File: config.mk
export PLATFORM = sky130hd
export DESIGN_NAME = lcg_fisher_yates_shuffler_core
export DESIGN_NICKNAME = d
export VERILOG_FILES = /design/src/rtl/lfys_pkg.sv /design/src/rtl/lfys_lcg.sv /design/src/rtl/lfys_mod_unit.sv /design/src/rtl/lfys_deck_ram.sv /design/src/rtl/lcg_fisher_yates_shuffler_core.sv
export SDC_FILE = /design/constraint.sdc
export NUM_CORES = 1
export LEC_CHECK = 0
export ABC_AREA = 1
export BUFFER_PORTS_ARGS = -buffer_cell sky130_fd_sc_hd__buf_2
export CAP_MARGIN = 20
export CORE_MARGIN = 4
export CORE_UTILIZATION = 55
export CTS_CLUSTER_SIZE = 12
export DETAILED_ROUTE_END_ITERATION = 8
export GPL_ROUTABILITY_DRIVEN = 1
export PLACE_DENSITY_LB_ADDON = 0.08
export REMOVE_ABC_BUFFERS = 1
export SLEW_MARGIN = 20
export SYNTH_ARGS = -nofsm -noshare
export SYNTH_HDL_FRONTEND = slang
export SYNTH_SLANG_ARGS = --single-unit
File: constraint.sdc
create_clock -name clk_i -period 5.2 [get_ports clk_i]
set_input_delay 0 -clock clk_i [delete_from_list [all_inputs] [get_ports clk_i]]
set_output_delay 0 -clock clk_i [all_outputs]
set_load 0.01 [all_outputs]
File: src/rtl/lfys_pkg.sv
`timescale 1ns / 1ps
package lfys_pkg;

  localparam int DEFAULT_DECK_DEPTH    = 64;
  localparam int DEFAULT_ELEMENT_WIDTH = 8;

  localparam int ACTION_W    = 2;
  localparam int INDEX_W     = 6;
  localparam int VALUE_W     = 8;
  localparam int ELEMENT_W   = 8;
  localparam int POSITION_W  = 6;
  localparam int DECK_SIZE_W = 7;

  localparam logic [DECK_SIZE_W-1:0] DECK_SIZE_RESET = 7'd64;

  localparam logic [31:0] LCG_MUL   = 32'd214013;
  localparam logic [31:0] LCG_ADD   = 32'd2531011;
  localparam logic [31:0] LCG_SEED  = 32'd1;
  localparam int          DRAW_LSB  = 16;
  localparam int          DRAW_BITS = 15;
  localparam int          DRAW_CNT_W = $clog2(DRAW_BITS);

  typedef enum logic [ACTION_W-1:0] {
    ACT_WRITE   = 2'd0,
    ACT_FILL    = 2'd1,
    ACT_DISCARD = 2'd2,
    ACT_SHUFFLE = 2'd3
  } action_e;

  typedef enum logic [3:0] {
    S_IDLE,
    S_FILL,
    S_STEP,
    S_DIV_GO,
    S_DIV_WAIT,
    S_RD_I,
    S_RD_J,
    S_WR_I,
    S_WR_J,
    S_EM_RD,
    S_EM_LD,
    S_EM_OUT
  } state_e;

endpackage

File: src/rtl/lfys_lcg.sv
`timescale 1ns / 1ps
module lfys_lcg (
  input  logic                          clk_i,
  input  logic                          rst_ni,
  input  logic                          step_i,
  output logic [lfys_pkg::DRAW_BITS-1:0] draw_o
);
  import lfys_pkg::*;

  logic [31:0] seed_q, seed_d;

  assign seed_d = step_i ? (seed_q * LCG_MUL + LCG_ADD) : seed_q;

  always_ff @(posedge clk_i or negedge rst_ni) begin
    if (!rst_ni) begin
      seed_q <= LCG_SEED;
    end else begin
      seed_q <= seed_d;
    end
  end

  assign draw_o = seed_q[DRAW_LSB +: DRAW_BITS];

endmodule

File: src/rtl/lfys_mod_unit.sv
`timescale 1ns / 1ps
module lfys_mod_unit #(
  parameter int VW = 7
) (
  input  logic                          clk_i,
  input  logic                          rst_ni,
  input  logic                          start_i,
  input  logic [lfys_pkg::DRAW_BITS-1:0] dividend_i,
  input  logic [VW-1:0]                 divisor_i,
  output logic                          done_o,
  output logic [VW-1:0]                 rem_o
);
  import lfys_pkg::*;

  logic                  busy_q, busy_d;
  logic                  done_q, done_d;
  logic [DRAW_CNT_W-1:0] cnt_q, cnt_d;
  logic [DRAW_BITS-1:0]  dq_q, dq_d;
  logic [VW-1:0]         div_q, div_d;
  logic [VW-1:0]         rem_q, rem_d;
  logic [VW:0]           trial;
  logic [VW:0]           diff;
  logic                  last_step;

  assign trial     = {rem_q, dq_q[DRAW_BITS-1]};
  assign diff      = trial - {1'b0, div_q};
  assign last_step = (cnt_q == DRAW_CNT_W'(DRAW_BITS - 1));

  always_comb begin
    busy_d = busy_q;
    done_d = 1'b0;
    cnt_d  = cnt_q;
    dq_d   = dq_q;
    div_d  = div_q;
    rem_d  = rem_q;
    if (start_i) begin
      busy_d = 1'b1;
      cnt_d  = '0;
      dq_d   = dividend_i;
      div_d  = divisor_i;
      rem_d  = '0;
    end else if (busy_q) begin
      dq_d  = dq_q << 1;
      cnt_d = cnt_q + DRAW_CNT_W'(1);
      if (trial >= {1'b0, div_q}) begin
        rem_d = diff[VW-1:0];
      end else begin
        rem_d = trial[VW-1:0];
      end
      if (last_step) begin
        busy_d = 1'b0;
        done_d = 1'b1;
      end
    end
  end

  always_ff @(posedge clk_i or negedge rst_ni) begin
    if (!rst_ni) begin
      busy_q <= 1'b0;
      done_q <= 1'b0;
      cnt_q  <= '0;
    end else begin
      busy_q <= busy_d;
      done_q <= done_d;
      cnt_q  <= cnt_d;
    end
  end

  always_ff @(posedge clk_i) begin
    dq_q  <= dq_d;
    div_q <= div_d;
    rem_q <= rem_d;
  end

  assign done_o = done_q;
  assign rem_o  = rem_q;

endmodule

File: src/rtl/lfys_deck_ram.sv
`timescale 1ns / 1ps
module lfys_deck_ram #(
  parameter int DEPTH = 64,
  parameter int WIDTH = 8,
  parameter int AW    = $clog2(DEPTH)
) (
  input  logic             clk_i,
  input  logic             we_i,
  input  logic [AW-1:0]    waddr_i,
  input  logic [WIDTH-1:0] wdata_i,
  input  logic [AW-1:0]    raddr_i,
  output logic [WIDTH-1:0] rdata_o
);

  logic [WIDTH-1:0] mem_q [DEPTH];
  logic [WIDTH-1:0] rdata_q;

  always_ff @(posedge clk_i) begin
    if (we_i) begin
      mem_q[waddr_i] <= wdata_i;
    end
    rdata_q <= mem_q[raddr_i];
  end

  assign rdata_o = rdata_q;

endmodule

File: src/rtl/lcg_fisher_yates_shuffler_core.sv
`timescale 1ns / 1ps
// Shuffle engine with a deck memory and a 32-bit linear congruential generator.
// The request channel (in_valid_i/in_ready_o) carries action_i, index_i and value_i.
// A request is taken only while the engine is idle; write and discard requests
// are handled without leaving the idle state, and an identity fill sweeps all DECK_DEPTH entries.
// A shuffle of n entries performs n-1 swaps, each made of one generator step, a
// bit-serial modulo unit run, and reads and writes of entries i and j on the deck
// memory. It then emits n results on out_valid_o/out_ready_i, one at a time: the
// next entry is read from the deck only after the current result has been taken.
// A result is held in the output register until it is taken; a stalled receiver
// simply holds the engine, and no new request is taken until the last result is out.
// deck_size_i is written whenever deck_size_we_i is high and should change only
// while the engine is idle. Reset seeds the generator with 1, sets the deck size
// to 64 and leaves the deck contents undefined until written.
module lcg_fisher_yates_shuffler_core #(
  parameter int DECK_DEPTH    = lfys_pkg::DEFAULT_DECK_DEPTH,
  parameter int ELEMENT_WIDTH = lfys_pkg::DEFAULT_ELEMENT_WIDTH
) (
  input  logic                              clk_i,
  input  logic                              rst_ni,
  input  logic                              deck_size_we_i,
  input  logic [lfys_pkg::DECK_SIZE_W-1:0]  deck_size_i,
  input  logic                              in_valid_i,
  output logic                              in_ready_o,
  input  logic [lfys_pkg::ACTION_W-1:0]     action_i,
  input  logic [lfys_pkg::INDEX_W-1:0]      index_i,
  input  logic [lfys_pkg::VALUE_W-1:0]      value_i,
  output logic                              out_valid_o,
  input  logic                              out_ready_i,
  output logic [lfys_pkg::ELEMENT_W-1:0]    element_o,
  output logic [lfys_pkg::POSITION_W-1:0]   position_o,
  output logic                              last_o
);
  import lfys_pkg::*;

  localparam int AW = $clog2(DECK_DEPTH);
  localparam int CW = $clog2(DECK_DEPTH + 1);

  state_e state_q, state_d;

  logic [DECK_SIZE_W-1:0] deck_size_q;
  logic [CW-1:0]          n_q, n_calc;
  logic [AW-1:0]          i_q, j_q, fill_q;
  logic [ELEMENT_WIDTH-1:0] tmp_q;
  logic                   out_valid_q;
  logic [ELEMENT_W-1:0]   element_q;
  logic [POSITION_W-1:0]  position_q;
  logic                   last_q;

  logic                   in_fire, out_fire;
  logic                   index_ok;
  logic [31:0]            size_ext;
  logic [CW-1:0]          i_ext;
  logic                   more_swaps;
  logic                   last_pos;

  logic                   lcg_step;
  logic [DRAW_BITS-1:0]   draw;
  logic                   div_start, div_done;
  logic [CW-1:0]          divisor, rem;

  logic                   mem_we;
  logic [AW-1:0]          mem_waddr, mem_raddr;
  logic [ELEMENT_WIDTH-1:0] mem_wdata, mem_rdata;

  assign in_fire  = in_valid_i && in_ready_o;
  assign out_fire = out_valid_q && out_ready_i;
  assign index_ok = (32'(index_i) < DECK_DEPTH);
  assign size_ext = 32'(deck_size_q);
  assign i_ext    = CW'(i_q);
  assign divisor  = n_q - i_ext;
  assign more_swaps = ((i_ext + CW'(2)) < n_q);
  assign last_pos   = ((i_ext + CW'(1)) == n_q);

  always_comb begin
    if (deck_size_q == '0) begin
      n_calc = CW'(1);
    end else if (size_ext > DECK_DEPTH) begin
      n_calc = CW'(DECK_DEPTH);
    end else begin
      n_calc = CW'(deck_size_q);
    end
  end

  lfys_lcg u_lcg (
    .clk_i  (clk_i),
    .rst_ni (rst_ni),
    .step_i (lcg_step),
    .draw_o (draw)
  );

  lfys_mod_unit #(
    .VW (CW)
  ) u_mod (
    .clk_i      (clk_i),
    .rst_ni     (rst_ni),
    .start_i    (div_start),
    .dividend_i (draw),
    .divisor_i  (divisor),
    .done_o     (div_done),
    .rem_o      (rem)
  );

  lfys_deck_ram #(
    .DEPTH (DECK_DEPTH),
    .WIDTH (ELEMENT_WIDTH),
    .AW    (AW)
  ) u_ram (
    .clk_i   (clk_i),
    .we_i    (mem_we),
    .waddr_i (mem_waddr),
    .wdata_i (mem_wdata),
    .raddr_i (mem_raddr),
    .rdata_o (mem_rdata)
  );

  always_comb begin
    state_d = state_q;
    case (state_q)
      S_IDLE: begin
        if (in_fire) begin
          if (action_i == ACT_FILL) begin
            state_d = S_FILL;
          end else if (action_i == ACT_SHUFFLE) begin
            state_d = (n_calc == CW'(1)) ? S_EM_RD : S_STEP;
          end
        end
      end
      S_FILL: begin
        if (fill_q == AW'(DECK_DEPTH - 1)) begin
          state_d = S_IDLE;
        end
      end
      S_STEP:     state_d = S_DIV_GO;
      S_DIV_GO:   state_d = S_DIV_WAIT;
      S_DIV_WAIT: begin
        if (div_done) begin
          state_d = S_RD_I;
        end
      end
      S_RD_I:     state_d = S_RD_J;
      S_RD_J:     state_d = S_WR_I;
      S_WR_I:     state_d = S_WR_J;
      S_WR_J:     state_d = more_swaps ? S_STEP : S_EM_RD;
      S_EM_RD:    state_d = S_EM_LD;
      S_EM_LD:    state_d = S_EM_OUT;
      S_EM_OUT: begin
        if (out_fire) begin
          state_d = last_q ? S_IDLE : S_EM_RD;
        end
      end
      default:    state_d = S_IDLE;
    endcase
  end

  always_comb begin
    in_ready_o = 1'b0;
    lcg_step   = 1'b0;
    div_start  = 1'b0;
    mem_we     = 1'b0;
    mem_waddr  = i_q;
    mem_wdata  = mem_rdata;
    mem_raddr  = i_q;
    case (state_q)
      S_IDLE: begin
        in_ready_o = 1'b1;
        mem_waddr  = AW'(index_i);
        mem_wdata  = ELEMENT_WIDTH'(value_i);
        if (in_fire && action_i == ACT_WRITE && index_ok) begin
          mem_we = 1'b1;
        end
        if (in_fire && action_i == ACT_DISCARD) begin
          lcg_step = 1'b1;
        end
      end
      S_FILL: begin
        mem_we    = 1'b1;
        mem_waddr = fill_q;
        mem_wdata = ELEMENT_WIDTH'(fill_q);
      end
      S_STEP:   lcg_step  = 1'b1;
      S_DIV_GO: div_start = 1'b1;
      S_RD_J:   mem_raddr = j_q;
      S_WR_I: begin
        mem_we    = 1'b1;
        mem_waddr = i_q;
        mem_wdata = mem_rdata;
      end
      S_WR_J: begin
        mem_we    = 1'b1;
        mem_waddr = j_q;
        mem_wdata = tmp_q;
      end
      default: begin
      end
    endcase
  end

  always_ff @(posedge clk_i or negedge rst_ni) begin
    if (!rst_ni) begin
      state_q     <= S_IDLE;
      deck_size_q <= DECK_SIZE_RESET;
      out_valid_q <= 1'b0;
      i_q         <= '0;
      fill_q      <= '0;
      n_q         <= CW'(1);
    end else begin
      state_q <= state_d;
      if (deck_size_we_i) begin
        deck_size_q <= deck_size_i;
      end
      case (state_q)
        S_IDLE: begin
          fill_q <= '0;
          i_q    <= '0;
          if (in_fire && action_i == ACT_SHUFFLE) begin
            n_q <= n_calc;
          end
        end
        S_FILL:   fill_q <= fill_q + AW'(1);
        S_WR_J:   i_q    <= more_swaps ? (i_q + AW'(1)) : '0;
        S_EM_LD:  out_valid_q <= 1'b1;
        S_EM_OUT: begin
          if (out_fire) begin
            out_valid_q <= 1'b0;
            i_q         <= i_q + AW'(1);
          end
        end
        default: begin
        end
      endcase
    end
  end

  always_ff @(posedge clk_i) begin
    if (state_q == S_DIV_WAIT && div_done) begin
      j_q <= i_q + AW'(rem);
    end
    if (state_q == S_RD_J) begin
      tmp_q <= mem_rdata;
    end
    if (state_q == S_EM_LD) begin
      element_q  <= ELEMENT_W'(mem_rdata);
      position_q <= POSITION_W'(i_q);
      last_q     <= last_pos;
    end
  end

  assign out_valid_o = out_valid_q;
  assign element_o   = element_q;
  assign position_o  = position_q;
  assign last_o      = last_q;

endmodule

== Word-level counts from Yosys, hierarchy flattened ==
Memory sizes are Yosys's and may differ from the RTL's. A register that Yosys moved wholly into a read port is not among the register bits.
Index checks and enable logic that the tools add are counted.
Cells by class
  mux-type cells: 40
  div/mod/pow operators: 0
  reductions and logical operators: 18
  order comparisons: 3
  multiply operators: 1
  equal/unequal tests: 23
  shift-type cells: 0
  $add $sub $neg: 9
  bitwise gates (word level): 0
Operators with widths (count)
  $pmux 4 s12: 1
  $mux 4: 11
  $pmux 6 s3: 2
  $add 32x22->32 const B: 1
  $mul 32x18->32 const B: 1
  $mux 15: 2
  $pmux 8 s3: 1
  $mux 7: 3
  $eq 4x4->1 const B: 5
  $mux 6: 3
  $eq 4x3->1 const B: 4
  $mux 1: 13
  $add 6x1->6 const B: 2
  $pmux 6 s2: 1
  $eq 4x2->1 const B: 2
  $ge 8x7->1: 1
  $add 6x1->7 const B: 1
  $add 6x2->7 const B: 1
  $eq 7x1->1 const B: 1
  $eq 7x7->1: 1
  $gt 7x7->1 const B: 1
  $logic_not 7->1: 1
  $lt 7x7->1: 1
  $sub 7x6->7: 1
  19 further kinds: 33
Storage, ports and cells
  register bits: 127
  memories: 1
  memory bits (writable): 512
  bits in latches: 0
  output and inout port bits: 17
  memory bits (read-only): 0
  input bits: 28
Memories
  u_ram.mem_q: depth 64, bits a word 8, read ports 1, clocked after memory_dff 1, wr ports 1, line lfys_deck_ram.sv:15  | logic [WIDTH-1:0] mem_q [DEPTH];

== Depth between registers and ports, before layout ==
Gate-level depths: netlist of run 1.
  depth after elaboration: 9
  gate-level depth with buffers: 26
  depth with buffers taken out: 26

== Modules after synthesis ==
From an unflattened synthesis of run 1, not the netlist that was laid out.
Second synthesis, totals
  cell total of the unflattened synthesis: 3606
  area total of the unflattened synthesis: 36332.3 µm²
Modules (own cells, without submodules)
  lfys_deck_ram: times used 1, seq. area each 15534.9 µm², area an instance 21339.2 µm², cells each 1805
  lfys_lcg: times used 1, seq. area each 777.0 µm², area an instance 9471.6 µm², cells each 1151
  lcg_fisher_yates_shuffler_core: times used 1, seq. area each 1649.1 µm², area an instance 3698.5 µm², cells each 437
  lfys_mod_unit: times used 1, seq. area each 950.9 µm², area an instance 1823.0 µm², cells each 213

== Least setup slack after synthesis of run 1 ==
No wires, ideal clock.
  path type: reg-to-reg
  start point: register u_lcg.seed_q[11]
  end point: register u_lcg.seed_q[25]
  setup time: 0.126 ns
  stages on the path, launching flop included: 24
  path buffers: 0
  arrival time: 4.998 ns
  required time: 5.074 ns
  slack: 0.076 ns
  cell sequence: dfrtp_1 > inv_1 > fa_1 > inv_1 > fa_1 > inv_1 > fa_1 > fa_1 > inv_1 > fa_1 > inv_1 > fa_1 > inv_1 > ha_1 > nand2_1 > inv_1 > nand2_1 > nor3_1 > nand3_1 > or2_2 > nand3_1 > nand2_1 > nand3_1 > o21ai_0
Between the ends
  cells in the longest elaborated chain, start to end: 2
RTL lines
  start: declaration: line lfys_lcg.sv:10  | logic [31:0] seed_q, seed_d;
  start signal: assignment: line lfys_lcg.sv:16  | seed_q <= LCG_SEED;
  start signal: assignment: line lfys_lcg.sv:18  | seed_q <= seed_d;
  $mul 32x18->32: line lfys_lcg.sv:12  | assign seed_d = step_i ? (seed_q * LCG_MUL + LCG_ADD) : seed_q;
  $add 32x22->32: line lfys_lcg.sv:12
Every way passes these cells.
A chain may end at the register's enable or synchronous reset.

== Worst setup path in the final report of run 1 ==
  start point: register u_lcg.seed_q[11]
  end point: register u_lcg.seed_q[20]
The elaborated chain is that of the path after synthesis.

==> reports/metrics.yaml, run 1 <==
floorplan.die.width_um: 267
nets: 4322
tritoncts: "done"
cts.sinks: 646
floorplan.io_pins: 45
multiInputGateArea_um2: 15800
ys_types: 51
post_synth_instance_area_um2: 37000
port_buffers: 44
outcome: "finished, final reports clean"
whs_path_depth: 6
grt_pass1_wl_um: 154000
totalWireLength_um: 99600
final-seq-area_um2: 18900
design.core.area_um2: 66200
die_area_um2: 71500
root_buffer: "clkbuf_16"
hold_class: "in -> reg"
drc: 0
fin_crit_sh_pct: 99.7
rrSetupSlack_ps: 10
maximum_clock_skew_at_final_layout_ps: 47.4
postSynthRegisterBits: 646
number_of_placement_rows: 94
clk-insertion-delay-late_ps: 630
reg2reg_from: "u_lcg.seed_q[11]"
setup_tns_ps: 0
clock.fmax_mhz: 193
grt_pass1_vias: 27200
detail_route.first_pass.iterations: 6
final-max-slew-violation-count: 0
worstMarginPinSlew_ps: 1070
final_layout_size_suffix_gt1_share_pct: 14.8
synth_warnings: 0
wl_per_cell_um: 20.5
global_route.usage.total_pct: 28.0
dr.first_iter.drc_count: 2036
floorplan.initialDensity_pct: 55.9
ys.flop_type: "edfxtp_1"
hold_path.startpoint: "action_i[0]"
antenna_violations_before_repair: 0
detailed_place_hpwl_um: 67400
avg_inst_size_synth_um2: 9.92
period_minus_slack_ps: 5190
worst_path_max_fanout: 5
path_delay_family: "adder cells"
clkSlewWorstSetupHoldPaths_ps: 70
cts.htree.levels: 3
viasPerCell: 5.50
synth_enable_flop_cells: 563
rsz_0062_raised_after_global_routing: "yes"
timing.critical_path.cells: "buf_6 -> fa_2 -> inv_2 -> buf_6 -> fa_1 -> inv_2 -> ha_4 -> inv_2 -> fa_1 -> inv_1 -> fa_1 -> inv_2 -> fa_1 -> inv_2 -> ha_4 -> a21oi_4 -> o21ai_4 -> a21oi_2 -> nand3_2 -> or2_4 -> nand3_2 -> o21ai_2"
grt_start_max_net_pins: 129
ys_async_sr_fraction_pct: 10.5
hold_path_end: "state_q[3]"
cp.depth: 22
slew_headroom_pct: 28.4
n_fill_cell: 5245
start_kind: "flip-flop"
synthCells: 3732
maxCapViolCount: 0
data_required_time_at_the_worst_endpoint_ps: 5660
cts-root-to-sink-buffers: 3
timing_worst_setup_path_type: "reg -> reg"
route.vias.total: 26800
ys_seq_area_share_pct: 51.1
data_arrival_time_of_the_critical_path_ps: 5650
floorplan.die.height_um: 267
num_antenna_cells: 0
slowest_library_cell_on_the_worst_path: "fa_1"
drt.antenna.violating_nets: 0
timing.critical_path.buf_inv: 8
flow.area_growth_from_synthesis_pct: 15.5
worst_r2r_endpoint: "u_lcg.seed_q[20]"
globalRouteOverflowTotal: 0
rr_worst_depth: 22
worst_setup_path_end_kind: "flip-flop"
gp_congestion: 0.925
crit_path_frequent_cell: "inv_2"
setup-violations-final: 0
tritoncts_buffer_count: 71
critical-path-max-stage-delay_ps: 560
final_hold_viol_count: 0
[routing by layer]
metal / GRT usage, % / share of wire, % / vias to the layer above
met3: 3.27 / 5.0 / 197
met2: 46.8 / 48 / 846
met4: 10.6 / 3.9 / 0
met1: 38.0 / 43 / 13100
met5: 0 / 0 / -
li1: - / - / 12700
[cells by family (layout without fill, tap and decap cells)]
group / after synthesis / after routing / synth area share, %
flip-flops: 646 / 646 / 51.1
XOR/XNOR: 43 / 43 / 1.02
AND/OR/NAND/NOR: 1598 / 1598 / 19.7
AO/OA/AOI/OAI: 286 / 286 / 4.47
buffers and inverters: 814 / 1081 / 8.51
adder cells (fa/ha/maj): 345 / 345 / 15.3
[synthesized netlist by cell type, types with 2 or more instances]
cell      number  area [um2]
a221oi_1       2        17.5
nand2_2        7        43.8
dfstp_2        3        78.8
dfxtp_1       15         300
nor3_2         2        20.0
o22ai_1        9        56.3
nor3_1        18        90.1
o21ai_2        3        26.3
nor4_1         3        18.8
o21ai_0      142         711
a211oi_1       2        15.0
clkbuf_1      60         225
a21oi_4        4        65.1
and3_1         2        12.5
nand3_2        8        80.1
o21ai_1        2        10.0
inv_1        664        2490
xnor2_1       11        96.3
edfxtp_1     563       16900
o21a_1         3        22.5
nand3b_1     126         946
nand2_1      808        3030
o211ai_1      25         188
nor2_4         4        45.0
dfrtp_1       65        1630
o21bai_1      10        75.1
nand3_1      434        2170
buf_1         10        37.5
nor2_1       142         533
a22o_1         2        17.5
xor2_1        32         280
o31ai_1        2        15.0
a31oi_1        5        31.3
ha_1         167        2090
a21oi_1       66         330
or2_2         17         106
a21o_1         4        30.0
nand4_1       22         138
fa_1         178        3560
buf_2         66         330
nor2_2         4        25.0
inv_2         11        41.3
[tightest hold or removal path, cell delays in order]
cell      delay [ps]
buf_2            130
a211oi_1         200
nor3_1            70
nand3_1           90
nand2_1           60
o21ai_0           70
[sequential cells by signal, summed over array words and instances, names as in the netlist, 8 cells and up]
register and count:
u_mod.dq_q 15, element_o 8, tmp_q 8, u_ram.rdata_o 8
u_lcg.seed_q 31, u_ram.mem_q 512
[how the worst max path moves through the flow]
stage,startpoint,end,slack (ps)
3_5_place_dp,u_lcg.seed_q[12],u_lcg.seed_q[20],-230
3_3_place_gp,u_lcg.seed_q[12],u_lcg.seed_q[20],-190
4_1_cts,u_lcg.seed_q[5],u_lcg.seed_q[21],-20
2_1_floorplan,state_q[3],u_ram.rdata_o[7],-4260
5_1_grt,u_lcg.seed_q[11],u_lcg.seed_q[22],-170
6_report,u_lcg.seed_q[11],u_lcg.seed_q[20],10
[layout by cell type, fill, tap and decap left out, drive strengths merged, types with 2 or more instances in the layout]
cell type,count
dlygate4sd3,28
nand2,815
a211oi,3
xnor2,11
a22o,2
clkinv,20
o21ai,147
edfxtp,563
clkinvlp,3
o31ai,2
and3,2
a21oi,71
nor2,150
bufinv,4
nand3b,126
dfstp,3
dfxtp,15
o21a,3
inv,676
dfrtp,65
o211ai,25
a31oi,5
nand4,22
buf,254
a221oi,2
clkbuf,96
o22ai,9
or2,17
xor2,32
o21bai,10
nor3,20
nand3,443
nor4,3
fa,178
ha,167
a21o,4
[timing repair]
item                       CTS  global route
pin swaps                   18            51
setup endpoints to repair   18            20
hold buffers                28             0
hold endpoints to repair    79             0
gates resized for setup     85           147
buffers inserted             5            11
[area by class of cell]
cell class	count	area share, %
sequential	646	44.3
clock inverter	27	0.705
multi-input combinational	2272	37.0
tap	864	2.53
timing repair buffer	282	5.03
clock buffer	96	4.52
inverter	676	5.95
[per-stage QoR]
| stage | setup WS [ps] | hold WS [ps] | cell area (um2) | utilization, % | std cells |
|---|---|---|---|---|---|
| 6_report | 14.5 | 44.8 | 42800 | 64.6 | 4863 |
| 5_1_grt | -169 | 97.8 | 42800 | 64.6 | 4863 |
| 4_1_cts | -24.6 | 0.741 | 42100 | 63.7 | 4852 |
| 3_5_place_dp | -234 | -118 | 39300 | 59.3 | 4696 |
| 3_3_place_gp | -187 | -122 | 39300 | 59.3 | 4696 |
| 2_1_floorplan | -4260 | -296 | 36400 | - | 3594 |
Power of run 1 is not shown: default switching activity piles up to over one toggle a cycle in this logic, so the estimate is an artifact.
==> run 2, diff against run 1 <==
CORE_UTILIZATION = 50   (was 55)
==> run 2 against run 1 <==
Sequential share of layout area increased by 0.22 points. Critical path depth unchanged. Global-route usage decreased by 2.3 points. Cell area shrank 0.51%. Routed wire length barely moved. Critical endpoint is now u_lcg.seed_q[22]. Largest cell class unchanged. Highest routed layer unchanged.
==> reports/metrics.yaml, run 2 (synthesis gave the netlist of run 1 again) <==
endpoint: "u_lcg.seed_q[22]"
port_buffers: 44  # unchanged
final_hold_viol_count: 0  # unchanged
slowest_library_cell_on_the_worst_path: "fa_2"
worst_r2r_endpoint: "u_lcg.seed_q[22]"
maximum_clock_skew_at_final_layout_ps: 25.3  # -22.0 ps
reg2reg_from: "u_lcg.seed_q[8]"
worst_path_max_fanout: 5  # unchanged
number_of_placement_rows: 99  # +5.3%
setup-violations-final: 0  # unchanged
final_layout_size_suffix_gt1_share_pct: 13.9  # -0.92 points
post_dp_cell_area_um2: 39400  # +0.30%
gp_congestion: 0.913  # -1.3%
drc: 0  # unchanged
period_minus_slack_ps: 5140  # -46.3 ps
cp.depth: 22  # unchanged
nets: 4315  # -0.16%
tritoncts: "done"
tritoncts_buffer_count: 71  # unchanged
floorplan.die.width_um: 280  # +4.7%
detail_route.first_pass.iterations: 5  # -1
regMostFlops: "u_ram.mem_q"
fin_crit_sh_pct: 98.8  # -0.89 points
globalRouteOverflowTotal: 0  # unchanged
root_buffer: "clkbuf_16"
flow.area_growth_from_synthesis_pct: 14.9
wl_per_cell_um: 20.1  # -1.8%
drt.antenna.violating_nets: 0  # unchanged
grt_pass1_wl_um: 156000  # +1.2%
grt_pass1_vias: 27400  # +0.81%
design.core.area_um2: 73200  # +11%
dpl.cell_count: 4789  # +2.0%
worst_setup_path_end_kind: "flip-flop"
data_arrival_time_of_the_critical_path_ps: 5610  # -40 ps
grt_start_max_net_pins: 129  # unchanged
design_area_um2: 42600  # -0.51%
layout.cells.most_common_list: "nand2_1 (790), inv_1 (645), edfxtp_1 (563)"
timing_worst_setup_path_type: "reg -> reg"
rsz_0062_raised_after_global_routing: "yes"
final_common_cell: "nand2_1"
cts-root-to-sink-buffers: 3  # unchanged
outcome: "finished, final reports clean"
slew_headroom_pct: 23.2  # -5.2 points
timing.critical_path.cells: "buf_6 -> fa_2 -> inv_4 -> fa_1 -> inv_1 -> ha_1 -> inv_1 -> fa_1 -> inv_2 -> fa_1 -> inv_2 -> fa_1 -> inv_2 -> ha_4 -> a21oi_2 -> o21ai_1 -> nand2_1 -> nand2_1 -> nand3b_1 -> or2_2 -> nand3_1 -> o21ai_0"
maxCapViolCount: 0  # unchanged
antenna_violations_before_repair: 0  # unchanged
floorplan.initialDensity_pct: 50.6  # -5.3 points
num_antenna_cells: 0  # unchanged
path_delay_family: "adder cells"
global_route.usage.total_pct: 25.7  # -2.3 points
die_area_um2: 78500  # +9.7%
viasPerCell: 5.38  # -2.3%
hold_path.startpoint: "in_valid_i"
critical-path-max-stage-delay_ps: 540  # -20 ps
final-max-slew-violation-count: 0  # unchanged
largest_register_ff_count: 512  # unchanged
largest_registers: "u_ram.mem_q: 512 flops, u_lcg.seed_q: 31 flops, u_mod.dq_q: 15 flops"
timing.critical_path.buf_inv: 7  # -1
totalWireLength_um: 99600  # about the same
cts.htree.levels: 3  # unchanged
worstMarginPinSlew_ps: 1150  # +80.9 ps
crit_start: "u_lcg.seed_q[8]"
clock.fmax_mhz: 195  # +0.90%
cts.sinks: 646  # unchanged
data_required_time_at_the_worst_endpoint_ps: 5670  # about the same
start_kind: "flip-flop"
route.vias.total: 26600  # -0.55%
clkSlewWorstSetupHoldPaths_ps: 60  # about the same
dr.first_iter.drc_count: 1999  # -1.8%
clk-insertion-delay-late_ps: 620  # about the same
final_cells: 4949  # +1.8%
rrSetupSlack_ps: 60  # +50 ps
floorplan.die.height_um: 280  # +4.7%
crit_path_frequent_cell: "fa_1"
hold_class: "in -> reg"
floorplan.io_pins: 45  # unchanged
rr_worst_depth: 22  # unchanged
detailed_place_hpwl_um: 67700  # +0.47%
run 2: cell types whose count changed in the layout (fill, tap and decap cells not counted), moves of 5 or more:
cell,delta
a21oi_2,+8
clkinv_1,+5
nor2_2,+8
nand3_2,-9
nand2_1,+9
buf_4,-7
nand2_2,-7
inv_2,-10
nor2_4,-6
inv_1,+10
nand3_1,+8
a21oi_4,-5
ha_4,-5
run 2: metal layers:
metal  track usage, %  part of all wire (%)  vias up
li1                 -                     -    12600
met1             34.1                    43    13000
met2             43.7                    49      772
met3             3.71                   5.0      202
met4             8.88                   3.7        0
met5                0                     0        -
run 2: tightest hold or removal path, cell delays in order:
cell and delay (ps):
buf_2 120, nand4_1 100, nand2_1 60, buf_4 290, nand3_1 160, nand2_1 40
run 2: stage by stage:
step	util, %	TNS, ps	setup WS [ps]	hold WS [ps]
after CTS	57.5	-102	-49.6	179
final	58.1	0	60.8	195
after global placement	53.8	-1240	-163	-68.3
after detailed placement	53.8	-1880	-196	-78.4
after global routing	58.1	-1610	-171	224
after floorplan	-	-34000	-4260	-296
run 2: timing repair:
action / in CTS / in global routing
hold buffers: 28 / 0
hold endpoints to repair: 78 / 0
pin swaps: 9 / 32
resized for setup: 59 / 119
buffers inserted: 3 / 7
cloned: 0 / 0
endpoints found under the setup margin: 20 / 21
run 2: cell type report:
cell class,count,area (um2)
clock inverters,30,294
flip-flops and latches,646,18900
repair buffers,275,2120
multi-input cells,2272,15600
clock buffers,91,1870
fillers,6191,30700
inverters,676,2540
well taps,959,1200
run 2: worst min path at each step:
stage                  endpoint  cells past startpoint
2_1_floorplan    deck_size_q[0]                      0
3_5_place_dp    u_lcg.seed_q[1]                      1
4_1_cts        u_lcg.seed_q[30]                      6
3_3_place_gp   u_lcg.seed_q[19]                      1
6_report       u_lcg.seed_q[30]                      6
5_1_grt        u_lcg.seed_q[30]                      6
Power of run 2 is left out for the same reason.
==> run 3, diff against run 2 <==
ABC_CLOCK_PERIOD_IN_PS = 5200   (was default)
CORE_ASPECT_RATIO = 1.5   (was default)
CTS_BUF_LIST = sky130_fd_sc_hd__clkbuf_4 sky130_fd_sc_hd__clkbuf_8 sky130_fd_sc_hd__clkbuf_16   (was default)
==> run 3 against run 2 <==
The flow now finishes with violations (setup timing). Die area up 0.11%. Non-clock buffer count increased by 23. Core utilization rose by 0.44 points. Fmax fell by 1.4%. Sequential share of layout area fell by 0.55 points. Critical endpoint is now u_lcg.seed_q[19].
==> reports/metrics.yaml, run 3 (synthesis gave the netlist of run 1 again) <==
maximum_clock_skew_at_final_layout_ps: 35.0  # +9.72 ps
clock.fmax_mhz: 192  # -1.4%
clk-insertion-delay-late_ps: 630  # about the same
floorplan.initialDensity_pct: 50.3  # -0.25 points
data_arrival_time_of_the_critical_path_ps: 5690  # +80 ps
start_kind: "flip-flop"
die_area_um2: 78600  # +0.11%
root_buffer: "clkbuf_16"
global_route.usage.total_pct: 27.9  # +2.2 points
flow.area_growth_from_synthesis_pct: 16.4
grt_pass1_vias: 27900  # +1.9%
rsz_0062_raised_after_global_routing: "yes"
cts.htree.levels: 3  # unchanged
worstMarginPinSlew_ps: 1120  # -26.3 ps
multiInputGateArea_um2: 15900  # +1.9%
design_area_um2: 43100  # +1.3%
nets: 4336  # +0.49%
drc: 0  # unchanged
reg2reg_from: "u_lcg.seed_q[7]"
fin_crit_sh_pct: 100  # +1.4 points
cts-root-to-sink-buffers: 3  # unchanged
timing.critical_path.cells: "buf_4 -> fa_1 -> inv_2 -> fa_1 -> inv_1 -> ha_1 -> inv_1 -> fa_1 -> inv_2 -> fa_1 -> inv_2 -> fa_1 -> inv_2 -> ha_4 -> nand2_2 -> nor2_4 -> inv_2 -> nor2_4 -> nand4_1 -> nand3_2 -> or2_2 -> nand3_2 -> o21ai_2"
cts.sinks: 646  # unchanged
floorplan.io_pins: 45  # unchanged
data_required_time_at_the_worst_endpoint_ps: 5680  # about the same
totalWireLength_um: 109000  # +9.7%
hold_path.startpoint: "in_valid_i"
n_fill_cell: 6405  # +3.5%
regMostFlops: "u_ram.mem_q"
maxCapViolCount: 0  # unchanged
final_common_cell: "nand2_1"
slowest_library_cell_on_the_worst_path: "fa_1"
grt_start_max_net_pins: 129  # unchanged
final_hold_viol_count: 0  # unchanged
gp_congestion: 0.973  # +6.5%
num_antenna_cells: 0  # unchanged
worst_path_max_fanout: 5  # unchanged
wl_per_cell_um: 21.9  # +8.8%
final-seq-area_um2: 18900  # about the same
port_buffers: 44  # unchanged
hold_path_end: "state_q[2]"
antenna_violations_before_repair: 1  # +1
route.vias.total: 26900  # +1.1%
worst_r2r_endpoint: "u_lcg.seed_q[19]"
number_of_placement_rows: 122  # +23%
violated_checks: "setup timing"
tritoncts_buffer_count: 69  # -2.8%
critical-path-max-stage-delay_ps: 570  # +30 ps
setup_tns_ps: -10.6  # -10.6 ps
globalRouteOverflowTotal: 0  # unchanged
viasPerCell: 5.39  # +0.22%
whs_path_depth: 6  # unchanged
largest_registers: "u_ram.mem_q: 512 flops, u_lcg.seed_q: 31 flops, u_mod.dq_q: 15 flops"
path_delay_family: "adder cells"
period_minus_slack_ps: 5210  # +71.4 ps
floorplan.die.height_um: 341  # +22%
worst_setup_path_end_kind: "flip-flop"
post_dp_cell_area_um2: 39600  # +0.56%
detail_route.first_pass.iterations: 7  # +2
outcome: "complete, but fails checks"
design.core.area_um2: 73600  # +0.50%
rrSetupSlack_ps: -10  # -70 ps
detailed_place_hpwl_um: 76200  # +13%
floorplan.die.width_um: 230  # -18%
layout_setup_ws_ps: -10.6  # -71.4 ps
dp_worst_setup_slack_ps: -706  # -510 ps
slew_headroom_pct: 24.3  # +1.0 points
tritoncts: "done"
timing_worst_setup_path_type: "reg -> reg"
setup-violations-final: 1  # +1
grt_pass1_wl_um: 166000  # +6.3%
final_layout_size_suffix_gt1_share_pct: 15.7  # +1.9 points
cp.depth: 23  # +4.5%
clkSlewWorstSetupHoldPaths_ps: 60  # about the same
timing.critical_path.buf_inv: 8  # +1
dr.first_iter.drc_count: 1787  # -11%
hold_class: "in -> reg"
largest_register_ff_count: 512  # unchanged
rr_worst_depth: 23  # +4.5%
layout.cells.most_common_list: "nand2_1 (788), inv_1 (632), edfxtp_1 (563)"
final-max-slew-violation-count: 0  # unchanged
drt.antenna.violating_nets: 0  # unchanged
==> run 3: cell types whose count changed in the layout (fill, tap and decap cells not counted), sizes merged <==
cell / change
buf: +24
bufinv: -1
clkbuf: -3
clkinv: -8
dlygate4sd3: -1
inv: +1
==> run 3: final cells by class <==
type	count	area share [%]
sequential	646	43.9
multi-input combinational	2272	36.9
inverter	676	5.90
timing repair buffer	298	5.50
clock buffer	88	4.41
tap	992	2.88
clock inverter	22	0.508
==> run 3: metal layers <==
layer  vias up  routed length (um)  global-route usage (%)
li1      12700                   -                       -
met1     13100               38000                    30.2
met2       830               58500                    51.8
met3       304                4730                    2.94
met4         2                8120                    17.3
met5         -                  11                       0
==> run 3: worst max-delay path by stage <==
stage,to,start,slack [ps]
2_1_floorplan,u_ram.rdata_o[7],state_q[3],-4260
3_3_place_gp,u_lcg.seed_q[20],u_lcg.seed_q[12],-670
4_1_cts,u_lcg.seed_q[27],u_lcg.seed_q[11],-20
5_1_grt,u_lcg.seed_q[20],u_lcg.seed_q[6],-170
6_report,u_lcg.seed_q[19],u_lcg.seed_q[7],-10
3_5_place_dp,u_lcg.seed_q[20],u_lcg.seed_q[11],-710
==> run 3: worst min-delay path: stages <==
cell	delay [ps]
buf_2	120
nand2_1	80
nand2_1	60
o311ai_0	80
nor2_1	90
o21ai_0	160
==> run 3: through the flow <==
stage               hold slack, ps  cells  util [%]
detailed placement           -49.3   4838      53.9
global route                  96.3   4994      58.6
finish                        37.8   4994      58.6
floorplan                     -296   3594         -
CTS                           1.44   4990      57.9
global placement             -50.8   4838      53.9
==> run 3: repair_timing <==
item,in CTS,in global routing
pin swaps,39,52
hold endpoints to repair,76,0
resized for setup,127,114
hold buffers,28,0
buffers inserted,14,4
setup endpoints to repair,22,21
Power of run 3 is left out for the same reason.
